`config.mk`:
```
export PLATFORM = sky130hd
export DESIGN_NAME = stepper_homing_sweep_sequencer_flat
export DESIGN_NICKNAME = d
export VERILOG_FILES = /design/src/sv/shs_pkg.sv /design/src/sv/shs_channels.sv /design/src/sv/stepper_homing_sweep_sequencer.sv /design/src/flat_wrapper.sv
export SDC_FILE = /design/constraint.sdc
export NUM_CORES = 1
export LEC_CHECK = 0
export BUFFER_PORTS_ARGS = -buffer_cell sky130_fd_sc_hd__buf_4
export CORE_MARGIN = 5
export CORE_UTILIZATION = 45
export CTS_CLUSTER_DIAMETER = 120
export DETAILED_ROUTE_END_ITERATION = 8
export GPL_ROUTABILITY_DRIVEN = 0
export GPL_TIMING_DRIVEN = 0
export MAX_ROUTING_LAYER = met4
export SLEW_MARGIN = 20
export SYNTH_ARGS = -nofsm -noshare
export SYNTH_HDL_FRONTEND = slang
export SYNTH_SLANG_ARGS = --single-unit
export TNS_END_PERCENT = 10
```
`constraint.sdc`:
```
create_clock -name clk -period 3.9 [get_ports clk]
set_input_delay 0.195 -clock clk [delete_from_list [all_inputs] [get_ports clk]]
set_output_delay 0.195 -clock clk [all_outputs]
set_load 0.01 [all_outputs]
```
`src/sv/shs_pkg.sv`:
```
`timescale 1ns / 1ps
`default_nettype none
package shs_pkg;

  localparam int HALF_PERIOD_BITS_DEF = 16;
  localparam int CFG_HALF_W           = 16;
  localparam int GROUP_W              = 4;
  localparam int PULSE_W              = 12;
  localparam int CFG_IDX_W            = 3;
  localparam int CFG_DATA_W           = 16;
  localparam int PHASE_W              = 3;

  localparam logic [CFG_IDX_W-1:0] REG_HOME_HALF   = 3'd0;
  localparam logic [CFG_IDX_W-1:0] REG_SWEEP_HALF  = 3'd1;
  localparam logic [CFG_IDX_W-1:0] REG_SEEK_GROUP  = 3'd2;
  localparam logic [CFG_IDX_W-1:0] REG_OFFSET      = 3'd3;
  localparam logic [CFG_IDX_W-1:0] REG_SWEEP_PULSE = 3'd4;

  localparam logic [CFG_HALF_W-1:0] HOME_HALF_RST   = 16'd1000;
  localparam logic [CFG_HALF_W-1:0] SWEEP_HALF_RST  = 16'd1000;
  localparam logic [GROUP_W-1:0]    SEEK_GROUP_RST  = 4'd5;
  localparam logic [PULSE_W-1:0]    OFFSET_RST      = 12'd1200;
  localparam logic [PULSE_W-1:0]    SWEEP_PULSE_RST = 12'd2700;

  localparam logic [PHASE_W-1:0] PH_IDLE   = 3'd0;
  localparam logic [PHASE_W-1:0] PH_SEEK   = 3'd1;
  localparam logic [PHASE_W-1:0] PH_OFFSET = 3'd2;
  localparam logic [PHASE_W-1:0] PH_SWREV  = 3'd3;
  localparam logic [PHASE_W-1:0] PH_SWFWD  = 3'd4;

endpackage
`default_nettype wire

```
`src/sv/shs_channels.sv`:
```
`timescale 1ns / 1ps
`default_nettype none
interface shs_in_if;
  logic valid;
  logic ready;
  logic home_sensor;
  logic start_home;
  logic start_sweep;
  modport source (output valid, output home_sensor, output start_home,
                  output start_sweep, input ready);
  modport sink (input valid, input home_sensor, input start_home,
                input start_sweep, output ready);
endinterface

interface shs_out_if;
  logic valid;
  logic ready;
  logic step_level;
  logic direction;
  logic busy_res;
  logic homed;
  modport source (output valid, output step_level, output direction,
                  output busy_res, output homed, input ready);
  modport sink (input valid, input step_level, input direction,
                input busy_res, input homed, output ready);
endinterface

interface shs_cfg_if;
  import shs_pkg::*;
  logic                  valid;
  logic                  ready;
  logic [CFG_IDX_W-1:0]  index;
  logic [CFG_DATA_W-1:0] data;
  modport source (output valid, output index, output data, input ready);
  modport sink (input valid, input index, input data, output ready);
endinterface
`default_nettype wire

```
`src/sv/stepper_homing_sweep_sequencer.sv`:
```
`timescale 1ns / 1ps
`default_nettype none
// stepper homing and sweep sequencer
// in_ch: one item per 1 us tick carrying the home sensor level and the
//   start_home / start_sweep requests
// out_ch: one result item per input item with step level, direction, busy
//   and homed, all as they stand after that tick
// cfg_ch: register writes (index 0..4: home half period, sweep half period,
//   seek group size, offset pulses, sweep pulses), always ready, one per cycle;
//   unknown indexes are dropped
// latency: the result of an item is valid in the cycle after it is taken
// throughput: one item per cycle; the sequencer state and the result register
//   are updated in the same edge, so a new tick is taken every cycle while the
//   result register is empty or being drained
// receiver stall: while a result waits with out_ch.ready low, in_ch.ready is
//   low and the state holds
// reset: idle, not homed, step line high, direction forward, registers at
//   their default values, no result pending
module stepper_homing_sweep_sequencer #(
  parameter int HALF_PERIOD_BITS = shs_pkg::HALF_PERIOD_BITS_DEF
) (
  input  wire logic  clk,
  input  wire logic  rst_n,
  shs_in_if.sink     in_ch,
  shs_out_if.source  out_ch,
  shs_cfg_if.sink    cfg_ch
);
  import shs_pkg::*;

  localparam int HW = (HALF_PERIOD_BITS < CFG_HALF_W) ? HALF_PERIOD_BITS : CFG_HALF_W;
  localparam int TW = (HALF_PERIOD_BITS > CFG_HALF_W) ? HALF_PERIOD_BITS : CFG_HALF_W;
  localparam logic [CFG_HALF_W-1:0] HALF_MASK = {CFG_HALF_W{1'b1}} >> (CFG_HALF_W - HW);

  logic [CFG_HALF_W-1:0] home_half_r, sweep_half_r;
  logic [GROUP_W-1:0]    seek_group_r;
  logic [PULSE_W-1:0]    offset_r, sweep_pulse_r;

  logic [PHASE_W-1:0]          phase_r, phase_nxt;
  logic                        done_r, done_nxt;
  logic                        seek_r, seek_nxt;
  logic [PULSE_W-1:0]          pulse_r, pulse_nxt;
  logic [GROUP_W-1:0]          group_r, group_nxt;
  logic [HALF_PERIOD_BITS-1:0] tick_r, tick_nxt;
  logic                        step_r, step_nxt;
  logic                        dir_r, dir_nxt;
  logic                        out_valid_r, out_valid_nxt;

  logic                        in_fire;
  logic [CFG_HALF_W-1:0]       half_raw;
  logic [TW-1:0]               half;
  logic [GROUP_W-1:0]          grp, group_inc;
  logic [PULSE_W-1:0]          pulse_inc;
  logic                        offset_go;

  assign in_ch.ready   = !out_valid_r || out_ch.ready;
  assign in_fire       = in_ch.valid && in_ch.ready;
  assign cfg_ch.ready  = 1'b1;

  assign out_ch.valid      = out_valid_r;
  assign out_ch.step_level = step_r;
  assign out_ch.direction  = dir_r;
  assign out_ch.busy_res   = (phase_r != PH_IDLE);
  assign out_ch.homed      = done_r;

  always_ff @(posedge clk) begin
    if (!rst_n) begin
      home_half_r   <= HOME_HALF_RST;
      sweep_half_r  <= SWEEP_HALF_RST;
      seek_group_r  <= SEEK_GROUP_RST;
      offset_r      <= OFFSET_RST;
      sweep_pulse_r <= SWEEP_PULSE_RST;
    end else if (cfg_ch.valid) begin
      unique case (cfg_ch.index)
        REG_HOME_HALF:   home_half_r   <= cfg_ch.data[CFG_HALF_W-1:0] & HALF_MASK;
        REG_SWEEP_HALF:  sweep_half_r  <= cfg_ch.data[CFG_HALF_W-1:0] & HALF_MASK;
        REG_SEEK_GROUP:  seek_group_r  <= cfg_ch.data[GROUP_W-1:0];
        REG_OFFSET:      offset_r      <= cfg_ch.data[PULSE_W-1:0];
        REG_SWEEP_PULSE: sweep_pulse_r <= cfg_ch.data[PULSE_W-1:0];
        default: ;
      endcase
    end
  end

  assign half_raw  = (phase_r == PH_SWREV || phase_r == PH_SWFWD) ? sweep_half_r : home_half_r;
  assign half      = (half_raw == '0) ? TW'(1) : TW'(half_raw);
  assign grp       = (seek_group_r == '0) ? GROUP_W'(1) : seek_group_r;
  assign group_inc = group_r + GROUP_W'(1);
  assign pulse_inc = pulse_r + PULSE_W'(1);

  always_comb begin
    phase_nxt = phase_r;
    done_nxt  = done_r;
    seek_nxt  = seek_r;
    pulse_nxt = pulse_r;
    group_nxt = group_r;
    tick_nxt  = tick_r;
    step_nxt  = step_r;
    dir_nxt   = dir_r;
    offset_go = 1'b0;
    if (phase_r == PH_IDLE) begin
      if (in_ch.start_home && !done_r) begin
        seek_nxt  = in_ch.home_sensor;
        dir_nxt   = !in_ch.home_sensor;
        phase_nxt = PH_SEEK;
        group_nxt = '0;
        pulse_nxt = '0;
        step_nxt  = 1'b0;
        tick_nxt  = HALF_PERIOD_BITS'(1);
      end else if (in_ch.start_sweep && sweep_pulse_r != '0) begin
        phase_nxt = PH_SWREV;
        dir_nxt   = 1'b1;
        pulse_nxt = '0;
        step_nxt  = 1'b0;
        tick_nxt  = HALF_PERIOD_BITS'(1);
      end
    end else if (TW'(tick_r) < half) begin
      tick_nxt = tick_r + HALF_PERIOD_BITS'(1);
    end else if (!step_r) begin
      step_nxt = 1'b1;
      tick_nxt = HALF_PERIOD_BITS'(1);
    end else begin
      // end of one full pulse
      step_nxt = 1'b0;
      tick_nxt = HALF_PERIOD_BITS'(1);
      unique case (phase_r)
        PH_SEEK: begin
          if (group_inc >= grp) begin
            group_nxt = '0;
            offset_go = (in_ch.home_sensor != seek_r);
          end else begin
            group_nxt = group_inc;
          end
          if (offset_go) begin
            if (offset_r == '0) begin
              done_nxt  = 1'b1;
              phase_nxt = PH_IDLE;
              step_nxt  = 1'b1;
              tick_nxt  = '0;
            end else begin
              phase_nxt = PH_OFFSET;
              dir_nxt   = 1'b0;
              pulse_nxt = '0;
            end
          end
        end
        PH_OFFSET: begin
          pulse_nxt = pulse_inc;
          if (pulse_inc >= offset_r) begin
            done_nxt  = 1'b1;
            phase_nxt = PH_IDLE;
            step_nxt  = 1'b1;
            tick_nxt  = '0;
          end
        end
        PH_SWREV: begin
          if (pulse_inc >= sweep_pulse_r) begin
            phase_nxt = PH_SWFWD;
            dir_nxt   = 1'b0;
            pulse_nxt = '0;
          end else begin
            pulse_nxt = pulse_inc;
          end
        end
        PH_SWFWD: begin
          pulse_nxt = pulse_inc;
          if (pulse_inc >= sweep_pulse_r) begin
            phase_nxt = PH_IDLE;
            step_nxt  = 1'b1;
            tick_nxt  = '0;
          end
        end
        default: begin
          phase_nxt = PH_IDLE;
          step_nxt  = 1'b1;
          tick_nxt  = '0;
        end
      endcase
    end
  end

  always_comb begin
    out_valid_nxt = out_valid_r;
    if (in_fire) begin
      out_valid_nxt = 1'b1;
    end else if (out_ch.ready) begin
      out_valid_nxt = 1'b0;
    end
  end

  always_ff @(posedge clk) begin
    if (!rst_n) begin
      phase_r     <= PH_IDLE;
      done_r      <= 1'b0;
      seek_r      <= 1'b0;
      pulse_r     <= '0;
      group_r     <= '0;
      tick_r      <= '0;
      step_r      <= 1'b1;
      dir_r       <= 1'b0;
      out_valid_r <= 1'b0;
    end else begin
      out_valid_r <= out_valid_nxt;
      if (in_fire) begin
        phase_r <= phase_nxt;
        done_r  <= done_nxt;
        seek_r  <= seek_nxt;
        pulse_r <= pulse_nxt;
        group_r <= group_nxt;
        tick_r  <= tick_nxt;
        step_r  <= step_nxt;
        dir_r   <= dir_nxt;
      end
    end
  end

endmodule
`default_nettype wire

```
`src/flat_wrapper.sv`:
```
// flat-port wrapper written by rule: the top's interface ports become plain ports
module stepper_homing_sweep_sequencer_flat import shs_pkg::*;
#(
  parameter int HALF_PERIOD_BITS = shs_pkg::HALF_PERIOD_BITS_DEF
)
  (clk, rst_n, in_ch_valid, in_ch_home_sensor, in_ch_start_home, in_ch_start_sweep, in_ch_ready, out_ch_valid, out_ch_step_level, out_ch_direction, out_ch_busy_res, out_ch_homed, out_ch_ready, cfg_ch_valid, cfg_ch_index, cfg_ch_data, cfg_ch_ready);
  shs_in_if in_ch_i ();
  shs_out_if out_ch_i ();
  shs_cfg_if cfg_ch_i ();
  input  wire logic clk;
  input  wire logic rst_n;
  input wire logic [$bits(in_ch_i.valid)-1:0] in_ch_valid;
  input wire logic [$bits(in_ch_i.home_sensor)-1:0] in_ch_home_sensor;
  input wire logic [$bits(in_ch_i.start_home)-1:0] in_ch_start_home;
  input wire logic [$bits(in_ch_i.start_sweep)-1:0] in_ch_start_sweep;
  output wire logic [$bits(in_ch_i.ready)-1:0] in_ch_ready;
  output wire logic [$bits(out_ch_i.valid)-1:0] out_ch_valid;
  output wire logic [$bits(out_ch_i.step_level)-1:0] out_ch_step_level;
  output wire logic [$bits(out_ch_i.direction)-1:0] out_ch_direction;
  output wire logic [$bits(out_ch_i.busy_res)-1:0] out_ch_busy_res;
  output wire logic [$bits(out_ch_i.homed)-1:0] out_ch_homed;
  input wire logic [$bits(out_ch_i.ready)-1:0] out_ch_ready;
  input wire logic [$bits(cfg_ch_i.valid)-1:0] cfg_ch_valid;
  input wire logic [$bits(cfg_ch_i.index)-1:0] cfg_ch_index;
  input wire logic [$bits(cfg_ch_i.data)-1:0] cfg_ch_data;
  output wire logic [$bits(cfg_ch_i.ready)-1:0] cfg_ch_ready;
  assign in_ch_i.valid = in_ch_valid;
  assign in_ch_i.home_sensor = in_ch_home_sensor;
  assign in_ch_i.start_home = in_ch_start_home;
  assign in_ch_i.start_sweep = in_ch_start_sweep;
  assign in_ch_ready = in_ch_i.ready;
  assign out_ch_valid = out_ch_i.valid;
  assign out_ch_step_level = out_ch_i.step_level;
  assign out_ch_direction = out_ch_i.direction;
  assign out_ch_busy_res = out_ch_i.busy_res;
  assign out_ch_homed = out_ch_i.homed;
  assign out_ch_i.ready = out_ch_ready;
  assign cfg_ch_i.valid = cfg_ch_valid;
  assign cfg_ch_i.index = cfg_ch_index;
  assign cfg_ch_i.data = cfg_ch_data;
  assign cfg_ch_ready = cfg_ch_i.ready;
  stepper_homing_sweep_sequencer #(.HALF_PERIOD_BITS(HALF_PERIOD_BITS)) u_core (.clk(clk), .rst_n(rst_n), .in_ch(in_ch_i), .out_ch(out_ch_i), .cfg_ch(cfg_ch_i));
endmodule
```
==> impl_metrics.toml <==
[timing]
slew_viol_final = 0
max_freq_mhz = 263.4
max_slew_margin_pct = 54.67
rsz0062_at_grt = "false"
hold_viol = 0
setup_violations = 0
hold_ws_ns = 0.09098
tightest_slew_ns = 0.6768
tns_ns = 0
fin_crit_sh_pct = 97.33
fin_worst_skew_ns = 0.009097
layout_min_cycle_time_ns = 3.796

[floorplan]
die_y_um = 122.8
start_util_pct = 45.56
fp.dieW_um = 122.8
core.rowCount = 41
floorplan.die_area_um2 = 15080
pin_count = 34
fp.coreArea_um2 = 12570

[yosys]
synth.yosys.seq_area_share_pct = 34.96
synthTopCellsByArea = "dfxtp_1, ha_1, nand2_1, a21oi_1, mux2i_1"
yosysMostFrequentCell = "nand2_1"
synth_fp_nets = 785
synthTopCellsByCount = "nand2_1, dfxtp_1, ha_1"
synth_top_area_cell = "dfxtp_1"
ys_async_sr_fraction_pct = 0
syn_area_um2 = 5727
syn_inst = 712
synth_enable_flop_cells = 0
synth_top_area_share_pct = 34.96
ys_warn_count = 0
ys_ff_latch = 100
synth.avg_cell_area_um2 = 8.043
synth_ff_type = "dfxtp_1"
ys_types = 64

[clock_network]
h-tree-depth = 3
cts_tree = "done"
cts.clk_slew.worst_paths_ns = 0.07
clock_latency_ns = 0.35
clock-root-buffer = "clkbuf_16"
cts_hold_buf = 0
clock-sinks = 100
cts_buffer_depth = 2
cts-buffers-inserted = 9
cts_setup_buffers = 0

[setup_path]
end_kind = "register"
critical_path_class = "reg -> reg"
r2r-start = "u_core.pulse_r[0]"
cp.required_ns = 4.15
cp-start-kind = "register"
r2r_end = "u_core.phase_r[0]"
arrival_ns = 4.05
path_max_fanout = 6
r2r_cells = 15
rrSetupSlack_ns = 0.10

[detailed_routing]
post-route-drc-count = 0
vias = 5142
drt_iter0_drc = 298
drt-total-wl_um = 15760
drt-wirelength-per-cell_um = 16.91
antenna_left = 0
first_pass_iters = 4
vias_per_cell = 5.517

[pwr]
vdd_drop_max_v = 0.0001980
total_power_w = 0.002337
leakagePower_nw = 2.711
power.density_nw_per_um2 = 357.4

[placement]
io_buffers = 32
dp_hpwl_um = 12180
dp_cells = 916
placed_area_um2 = 6182

[global_routing]
grt_usage_pct = 22.03
grt_max_degree = 19
grt_pass1_wl_um = 25050
antenna_found_initial = 0
overflow = 0
grt_pass1_vias = 4886

[hold_path]
hold_path_class = "in -> reg"
holdPathStages = 3
min_to = "u_core.out_ch.valid"
min_from = "in_ch_valid"

[outcome]
status = "complete, no violations"

[finish]
nets = 828
area_growth_pct = 14.16
fin_area_um2 = 6538
antenna_cells = 0
drive_gt1_share_pct = 11.84
stdcell_count = 932

[run]
drv_cap = 0
[state kept, by name, summed over array words and instances, names as in the netlist]
signal,count
u_core.group_r,4
u_core.sweep_pulse_r,12
u_core.sweep_half_r,16
u_core.seek_r,1
u_core.home_half_r,16
u_core.out_ch.homed,1
u_core.out_ch.direction,1
u_core.pulse_r,12
u_core.seek_group_r,4
u_core.out_ch.step_level,1
u_core.phase_r,3
u_core.tick_r,16
u_core.offset_r,12
u_core.out_ch.valid,1
[stage by stage]
step | util [%] | setup WS, ns
6_report | 52.02 | 0.1041
5_1_grt | 52.02 | 0.006845
4_1_cts | 51.65 | 0.005647
3_5_place_dp | 49.19 | -0.2061
3_3_place_gp | 49.19 | -0.1331
2_1_floorplan | - | 0.4488
[layer usage]
metal,wire length [um],track usage [%],part of all wire [%]
met1,7927,31.59,50
met2,6930,32.52,44
met3,679,2.442,4.3
met4,222,6.788,1.4
met5,0,-,0
[worst max path at each step]
stage	startpoint	endpoint	slack (ns)
floorplan	u_core.pulse_r[0]	u_core.phase_r[0]	0.45
global placement	u_core.pulse_r[0]	u_core.phase_r[0]	-0.13
detailed placement	u_core.pulse_r[0]	u_core.phase_r[0]	-0.21
CTS	u_core.pulse_r[2]	u_core.phase_r[0]	0.006
global route	u_core.pulse_r[0]	u_core.phase_r[0]	0.007
finish	u_core.pulse_r[0]	u_core.phase_r[0]	0.10
[power breakdown]
part / switching, W / leakage [nW] / internal [W]
clock network: 0.000418 / 0.145 / 0.000461
registers: 0.0000229 / 0.812 / 0.00105
logic: 0.000233 / 1.75 / 0.000154
[worst max-delay path, stage by stage, from the launching register on]
cell and delay, ns:
dfxtp_4 0.40, ha_4 0.17, and3_4 0.21, and3_4 0.21, and3_2 0.23, nand3_1 0.13, xnor2_2 0.20, ha_1 0.22
nor2_1 0.13, nor4b_2 0.23, o21ai_0 0.13, o22a_2 0.29, or4b_2 0.62, o211ai_1 0.13, nor3_2 0.10, o31ai_1 0.29
[area by class of cell]
class | count | area, um2
plain buffers | 33 | 163.9
clock buffers | 10 | 239.0
clock inverters | 6 | 48.80
fillers | 1262 | 6031
inverters | 33 | 123.9
multi-input cells | 546 | 3500
flip-flops and latches | 100 | 2007
well taps | 172 | 215.2
repair buffers | 32 | 240.2
[what timing repair did]
action	CTS	global route
pin swaps	0	1
gates resized for setup	6	13
setup endpoints to repair	4	34
[cells in the final DEF, fill, tap and decap left out, drive strengths merged, types with 5 or more instances in the layout]
cell type,count
nor3b,6
clkbuf,36
nand3b,11
nand3,29
nand4,18
dfxtp,100
o21ai,27
mux2i,19
nand2,142
o211ai,13
inv,36
nor2,46
buf,39
and3,14
nor2b,6
a21oi,45
o221ai,6
nand2b,5
nor3,9
xnor2,11
nor4,11
o22ai,10
o21a,9
xor2,16
ha,46
[kinds of logic after synthesis]
family,share of synthesized area [%]
simple gates,25.93
compound gates,16.34
xor+xnor,4.129
buf+inv,5.003
mux,3.518
other cells,0.06548
flops,34.96
fa+ha+maj,10.05
No activity file was read; power rests on OpenSTA's default activity.
